==> src/hw/rtl/sast_pkg.sv <==
// Shared widths, codes and controller interface types for the spawn admission table.
`default_nettype none

package sast_pkg;

    localparam int KEY_W      = 224;
    localparam int SCORE_W    = 16;
    localparam int COUNT_W    = 16;
    localparam int SEC_W      = 32;
    localparam int ENTRY_W    = KEY_W + SCORE_W + COUNT_W + SEC_W;
    localparam int PEN_W      = 9;
    localparam int LIMIT_W    = 16;
    localparam int CFG_IDX_W  = 3;
    localparam int CFG_DATA_W = 16;
    localparam int VERDICT_W  = 3;
    localparam int KIND_W     = 2;
    // score + penalty - elapsed needs two bits above the elapsed width
    localparam int SUM_W      = SEC_W + 2;

    localparam logic [KIND_W-1:0] KIND_SPAWN     = 2'd0;
    localparam logic [KIND_W-1:0] KIND_EXIT      = 2'd1;
    localparam logic [KIND_W-1:0] KIND_SPAWN_QRY = 2'd2;
    localparam logic [KIND_W-1:0] KIND_KILL_QRY  = 2'd3;

    localparam logic [VERDICT_W-1:0] VERDICT_OK         = 3'd0;
    localparam logic [VERDICT_W-1:0] VERDICT_SCORE_HIGH = 3'd1;
    localparam logic [VERDICT_W-1:0] VERDICT_TOTAL_HIGH = 3'd2;
    localparam logic [VERDICT_W-1:0] VERDICT_CLASS_FULL = 3'd3;
    localparam logic [VERDICT_W-1:0] VERDICT_TABLE_FULL = 3'd4;
    localparam logic [VERDICT_W-1:0] VERDICT_CLASS_MIN  = 3'd5;

    localparam logic [CFG_IDX_W-1:0] CFG_SPAWN_PEN   = 3'd0;
    localparam logic [CFG_IDX_W-1:0] CFG_EXIT_PEN    = 3'd1;
    localparam logic [CFG_IDX_W-1:0] CFG_SCORE_LIMIT = 3'd2;
    localparam logic [CFG_IDX_W-1:0] CFG_TOTAL_LIMIT = 3'd3;
    localparam logic [CFG_IDX_W-1:0] CFG_CLASS_MAX   = 3'd4;
    localparam logic [CFG_IDX_W-1:0] CFG_CLASS_MIN   = 3'd5;

    localparam logic [COUNT_W-1:0] COUNT_MAX = '1;
    localparam logic [SCORE_W-1:0] SCORE_MAX = '1;

    typedef struct packed {
        logic load;
        logic scan;
        logic elapse;
        logic score;
        logic commit;
    } sast_cmd_t;

    typedef struct packed {
        logic hit;
        logic scan_end;
    } sast_stat_t;

endpackage

`default_nettype wire

==> src/hw/rtl/sast_ctrl.sv <==
// Sequencing state machine: scan, decay, commit and result strobe.
`default_nettype none

module sast_ctrl
    import sast_pkg::*;
(
    input  wire logic       clk,
    input  wire logic       rst_n,
    input  wire logic       start,
    input  wire sast_stat_t stat,
    output sast_cmd_t       cmd,
    output logic            busy,
    output logic            done
);

    typedef enum logic [2:0] {
        ST_IDLE,
        ST_SCAN,
        ST_ELAPSE,
        ST_SCORE,
        ST_COMMIT
    } state_t;

    state_t state_reg;
    state_t state_next;
    logic   busy_reg;
    logic   done_reg;

    always_comb
    begin
        state_next = state_reg;
        cmd        = '0;
        case (state_reg)
            ST_IDLE:
            begin
                if (start)
                begin
                    cmd.load   = 1'b1;
                    state_next = ST_SCAN;
                end
            end
            ST_SCAN:
            begin
                cmd.scan = 1'b1;
                if (stat.hit || stat.scan_end)
                begin
                    state_next = ST_ELAPSE;
                end
            end
            ST_ELAPSE:
            begin
                cmd.elapse = 1'b1;
                state_next = ST_SCORE;
            end
            ST_SCORE:
            begin
                cmd.score  = 1'b1;
                state_next = ST_COMMIT;
            end
            ST_COMMIT:
            begin
                cmd.commit = 1'b1;
                state_next = ST_IDLE;
            end
            default:
            begin
                state_next = ST_IDLE;
            end
        endcase
    end

    always_ff @(posedge clk or negedge rst_n)
    begin
        if (!rst_n)
        begin
            state_reg <= ST_IDLE;
            busy_reg  <= 1'b0;
            done_reg  <= 1'b0;
        end
        else
        begin
            state_reg <= state_next;
            busy_reg  <= (state_next != ST_IDLE);
            done_reg  <= (state_reg == ST_COMMIT);
        end
    end

    assign busy = busy_reg;
    assign done = done_reg;

endmodule

`default_nettype wire

==> config.mk <==
export PLATFORM = sky130hd
export DESIGN_NAME = sast_ctrl
export DESIGN_NICKNAME = d
export VERILOG_FILES = /design/src/hw/rtl/sast_pkg.sv /design/src/hw/rtl/sast_ctrl.sv
export SDC_FILE = /design/constraint.sdc
export NUM_CORES = 1
export LEC_CHECK = 0
export ABC_AREA = 1
export ABC_CLOCK_PERIOD_IN_PS = 1480
export BUFFER_PORTS_ARGS = -buffer_cell sky130_fd_sc_hd__buf_2
export CAP_MARGIN = 10
export CORE_AREA = 2 2 39 41
export DETAILED_ROUTE_END_ITERATION = 16
export DIE_AREA = 0 0 41 43
export PLACE_DENSITY = 0.37
export REMOVE_ABC_BUFFERS = 1
export SLEW_MARGIN = 20
export SYNTH_ARGS = -nofsm -noshare
export SYNTH_HDL_FRONTEND = slang
export SYNTH_SLANG_ARGS = --single-unit
export TNS_END_PERCENT = 50
==> constraint.sdc <==
create_clock -name clk -period 1.48 [get_ports clk]
set_clock_uncertainty 0.15 [all_clocks]
set_input_delay 0.296 -clock clk [delete_from_list [all_inputs] [get_ports clk]]
set_output_delay 0.296 -clock clk [all_outputs]
set_load 0.05 [all_outputs]
==> impl_metrics.toml, run 1 <==
[worst_setup_path]
ff2ff_path_depth = 5
critical_path.cell_chain = "nor2_2 > nand3_2 > inv_2 > buf_8"
crit-reg2reg-capture = "state_reg[1]$_DFF_PN0_"
critPathRequiredTime_ns = 1.03
reg_to_reg_setup_timing_slack_ns = 0.34
worstSetupEndpointType = "output port"
maximum_fanout_encountered_on_the_critical_timing_path = 5
critPathTopFamily = "flip-flops"
worst-setup-path-type = "flop to output port"
rr_startpoint = "state_reg[0]$_DFF_PN0_"
worst-endpoint-arrival_ns = 1.16
worst_setup_path_start_kind = "flop"
slowest_delay_ns = 0.47
cpMaxStageDelayCell = "sky130_fd_sc_hd__dfrtp_2"
critical_path.n_buffers_inverters = 2

[worst_hold_path]
class_of_the_most_critical_hold_timing_path = "input pin to flop"
holdPathStages = 5
min-delay-start = "stat[1]"
hold_end = "state_reg[1]$_DFF_PN0_"

[grt]
grt_first_pass_wirelength_um = 931
grt_pass1_vias = 250
grt_usage = 0.08367
grt_antenna_before_repair = 0
grt_max_degree = 6
globalRouteOverflowTotal = 0

[cells_and_area]
area_growth_syn_to_layout_pct = 113.0
layout-drive-gt1-share = 0.7200
largest_register_ffs = 3
nets = 56
antenna_cells_inserted = 0
mostFrequentLayoutCell = "sky130_fd_sc_hd__buf_4"
final_cell_count_no_fill = 66
final_cell_mix = "sky130_fd_sc_hd__buf_4, sky130_fd_sc_hd__buf_2, sky130_fd_sc_hd__buf_6"

[detailed_routing]
route.detailed.drc = 0
vias = 275
drt_pre_antenna_iters = 1
drt_wl_total_um = 688
post_drt_wl_per_cell_um = 10.42
vias_per_cell = 4.167
ant_nets = 0
drt-initial-drc-count = 0

[floorplanning]
die_area_sq_um = 1763
io-pin-count = 12
design.core.area_sq_um = 1384
chipWidth_um = 41
fp.dieH_um = 43
initial_utilization = 0.1600
std_cell_rows = 14

[timing]
worst-slew-pin-transition_ns = 0.2491
finalWorstPathRequiredPeriod_ns = 1.605
period_share = 1.084
unrepaired_setup_endpoints_after_global_routing = "true"
timing.final.ws_setup_ns = -0.1246
fmax_ghz = 0.6232
final-setup-viol-count = 5
slew_viol_final = 0
max-slew-margin-rel = 0.8351
timing_hold_violations_final = 0
timing.setup.tns_ns = -0.4861

[yosys]
syn_avg_cell_area_sq_um = 8.518
synth.yosys.warnings = 0
sequential_element_share_of_the_synthesized_area = 0.5650
syn-instance-count = 26
syn-cell-area_sq_um = 221.5
postSynthRegisterBits = 5
post_synth_num_cell_types = 9

[clock_network]
worst_skew_pair.late_latency_ns = 0.24
clock_tree_from_tritoncts = "built"
htree_num_levels = 1
cts.root.buffer_cell = "sky130_fd_sc_hd__clkbuf_4"
cts_inserted_buffers = 3
cts_sinks = 5
worst_setup_hold_path_clk_slew_ns = 0.04
clock_path_buffers = 2

[power_and_ir_drop]
cellLeakagePower_nw = 0.2366
p_total_mw = 1.238
ir_worst_vdd_uv = 812.5
cellPowerDensity_nw_per_um2 = 2624

[flow_run]
max-cap-violations = 0

[placement]
dpl.cell_count = 55
hpwl_um = 413.4
place_ws_ns = -0.03506
gp_congestion = 0.7579
buffer_ports.inserted = 11

[status]
violations = "negative setup slack"
status = "finished with violations"
-- per-stage QoR --
step,util,hold WS (ns),area [sq um]
final,0.3409,0.1890,471.7
after global routing,0.3409,0.2093,471.7
after CTS,0.3092,0.1741,427.9
after detailed placement,0.2251,-0.03016,311.5
after global placement,0.2251,-0.02899,311.5
after floorplan,-,-0.1496,221.5
-- where the power goes --
part | switching (mW) | leakage (nW) | internal (mW) | total (mW)
Combinational | 0.460 | 0.163 | 0.325 | 0.785
Sequential | 0.0951 | 0.0587 | 0.198 | 0.293
Clock | 0.0571 | 0.0150 | 0.102 | 0.159
-- kinds of logic after synthesis --
logic type / Yosys count / synth area share
buffers and inverters: 6 / 0.1017
AND/OR/NAND/NOR: 14 / 0.3051
flip-flops: 5 / 0.5650
AO/OA/AOI/OAI: 1 / 0.02827
-- routing by layer --
metal,track usage,up-vias,part of all wire
met5,0,-,0
met2,0.1031,12,0.56
met3,0.03141,0,0.044
met4,0.08000,0,0
met1,0.1042,132,0.39
li1,-,131,-
-- layout make-up --
class                           count  area (sq um)
Clock buffer                        4         26.28
Fill cell                         141         912.1
Inverter                            6         27.53
Multi-Input combinational cell     15         108.9
Sequential cell                     5         128.9
Tap cell                           16         20.02
Timing Repair Buffer               20         160.2
-- worst min-delay path: cells and delay by family --
kind          cells  cell delay (ns)
buf+inv           1             0.07
simple gates      4             0.18
-- timing repair --
item	in CTS	in global routing
endpoints found under the hold margin	5	0
setup buffers	4	2
hold buffers	1	0
resized for setup	15	10
pin swaps	2	4
setup endpoints to repair	5	5
-- Yosys cell counts --
cell type | n | area [sq um]
sky130_fd_sc_hd__nor3_2 | 1 | 10.01
sky130_fd_sc_hd__nand2_1 | 3 | 11.26
sky130_fd_sc_hd__dfrtp_1 | 5 | 125.1
sky130_fd_sc_hd__inv_1 | 3 | 11.26
sky130_fd_sc_hd__inv_2 | 3 | 11.26
sky130_fd_sc_hd__nor2_1 | 3 | 11.26
sky130_fd_sc_hd__a31oi_1 | 1 | 6.260
sky130_fd_sc_hd__nand3_1 | 4 | 20.02
sky130_fd_sc_hd__nor3_1 | 3 | 15.01
-- how the worst max path moves through the flow --
stage,startpoint,cells after the start,end,slack (ns)
floorplan,state_reg[1]$_DFF_PN0_,1,cmd[0],-0.53
global placement,state_reg[2]$_DFF_PN0_,3,cmd[0],-0.06
detailed placement,state_reg[2]$_DFF_PN0_,3,cmd[0],-0.04
CTS,state_reg[1]$_DFF_PN0_,2,cmd[3],-0.1
global route,state_reg[0]$_DFF_PN0_,3,cmd[3],-0.17
finish,state_reg[1]$_DFF_PN0_,4,cmd[4],-0.12
Power figures use the tool's default switching activity.
==> run 2, diff against run 1 <==
--- a/config.mk
+++ b/config.mk
@@ -7,12 +7,12 @@
 export LEC_CHECK = 0
 export ABC_AREA = 1
 export ABC_CLOCK_PERIOD_IN_PS = 1480
-export BUFFER_PORTS_ARGS = -buffer_cell sky130_fd_sc_hd__buf_2
 export CAP_MARGIN = 10
 export CORE_AREA = 2 2 39 41
 export DETAILED_ROUTE_END_ITERATION = 16
 export DIE_AREA = 0 0 41 43
-export PLACE_DENSITY = 0.37
+export DONT_BUFFER_PORTS = 1
+export PLACE_DENSITY = 0.3
 export REMOVE_ABC_BUFFERS = 1
 export SLEW_MARGIN = 20
 export SYNTH_ARGS = -nofsm -noshare
==> impl_metrics.toml, run 2 (synthesis results as in run 1) <==
[timing]
max-slew-margin-rel = 0.6992
period_share = 1.056
timing_hold_violations_final = 0
unrepaired_setup_endpoints_after_global_routing = "true"
final-setup-viol-count = 5
hold_ws_ns = 0.05635
finalWorstPathRequiredPeriod_ns = 1.563
timing.final.ws_setup_ns = -0.08320
slew_viol_final = 0
worst-slew-pin-transition_ns = 0.4514
fmax_ghz = 0.6397

[clock_network]
cts.root.buffer_cell = "sky130_fd_sc_hd__clkbuf_4"
worst_setup_hold_path_clk_slew_ns = 0.04
clock_path_buffers = 2
cts_sinks = 5
cts_inserted_buffers = 3
htree_num_levels = 1
worst_skew_pair.late_latency_ns = 0.24
clock_tree_from_tritoncts = "built"

[status]
status = "finished with violations"
violations = "negative setup slack"

[grt]
grt_pass1_vias = 242
grt_first_pass_wirelength_um = 1138
grt_max_degree = 7
grt_antenna_before_repair = 0
grt_usage = 0.1069
globalRouteOverflowTotal = 0

[placement]
hpwl_um = 419.3
gp_congestion = 0.8194
dpl.cell_count = 47
buffer_ports.inserted = 0
place_ws_ns = 0.09794
detailed_place.area_sq_um = 309.0

[cells_and_area]
antenna_cells_inserted = 0
mostFrequentLayoutCell = "sky130_fd_sc_hd__inv_2"
final_cell_count_no_fill = 55
nets = 45
area_growth_syn_to_layout_pct = 80.79
final_standard_cell_area_without_fillers_sq_um = 400.4
layout-drive-gt1-share = 0.6410
largest_register_ffs = 3

[floorplanning]
io-pin-count = 12
fp.dieH_um = 43
std_cell_rows = 14
chipWidth_um = 41
design.core.area_sq_um = 1384
die_area_sq_um = 1763
initial_utilization = 0.1600

[power_and_ir_drop]
ir_worst_vdd_uv = 990.6
cellPowerDensity_nw_per_um2 = 2796
cellLeakagePower_nw = 0.1909

[detailed_routing]
post_drt_wl_per_cell_um = 11.45
route.detailed.drc = 0
vias_per_cell = 4.127
drt_pre_antenna_iters = 4
drt_wl_total_um = 630
drt-initial-drc-count = 3
vias = 227
ant_nets = 0

[worst_setup_path]
worst_setup_path_start_kind = "flop"
worstSetupEndpointType = "output port"
critPathRequiredTime_ns = 1.03
maximum_fanout_encountered_on_the_critical_timing_path = 5
worst-setup-path-type = "flop to output port"
worst-endpoint-arrival_ns = 1.12
reg_to_reg_setup_timing_slack_ns = 0.29

[flow_run]
max-cap-violations = 0

[worst_hold_path]
class_of_the_most_critical_hold_timing_path = "input pin to flop"
[run 2: changes by cell type in the layout (fill, tap and decap cells not counted), sizes merged]
cell / before / now
buf: 19 / 8
[run 2: cell type report]
| cell class | instances | area, sq um |
|---|---|---|
| Tap cell | 16 | 20.02 |
| Inverter | 6 | 22.52 |
| Sequential cell | 5 | 128.9 |
| Clock buffer | 4 | 26.28 |
| Multi-Input combinational cell | 15 | 96.34 |
| Fill cell | 158 | 983.4 |
| Timing Repair Buffer | 9 | 106.4 |
[run 2: metrics by stage]
stage	utilization	power (mW)	TNS (ns)
2_1_floorplan	-	0.6323	-1.645
3_3_place_gp	0.2233	0.8292	0
3_5_place_dp	0.2233	0.8344	0
4_1_cts	0.2884	1.118	-0.3054
5_1_grt	0.2893	1.200	-0.6040
6_report	0.2893	1.119	-0.2805
[run 2: power by group]
part,internal (mW),switching [mW]
registers,0.198,0.141
clock network,0.102,0.0537
logic,0.257,0.368
total,0.557,0.563
[run 2: metal layers]
layer  part of all wire  vias up  GRT usage
li1                   -      108          -
met1               0.41      112     0.1205
met2               0.53        7     0.1313
met3              0.065        0    0.04712
met4                  0        0     0.1200
met5                  0        -          0
[run 2: critical path, cell delays in order, from the launching register on]
cell and delay [ns]:
sky130_fd_sc_hd__dfrtp_2 0.46, sky130_fd_sc_hd__nor2_2 0.12, sky130_fd_sc_hd__nand3_2 0.09, sky130_fd_sc_hd__inv_2 0.08, sky130_fd_sc_hd__buf_12 0.13
[run 2: what timing repair did]
item	CTS	global route
setup buffers	3	0
hold buffers	1	0
endpoints found under the hold margin	5	0
pin swaps	4	0
endpoints found under the setup margin	5	5
resized for setup	11	1
[run 2: final timing paths]
check,from,to,depth (start not counted)
max in group asynchronous,rst_n,state_reg[2]$_DFF_PN0_,1
min in group asynchronous,rst_n,done$_DFF_PN0_,1
worst min-delay path,start,busy$_DFF_PN0_,2
worst min register to register,state_reg[2]$_DFF_PN0_,busy$_DFF_PN0_,1
worst max register to register,state_reg[1]$_DFF_PN0_,state_reg[1]$_DFF_PN0_,4
worst max-delay path,state_reg[1]$_DFF_PN0_,cmd[4],4
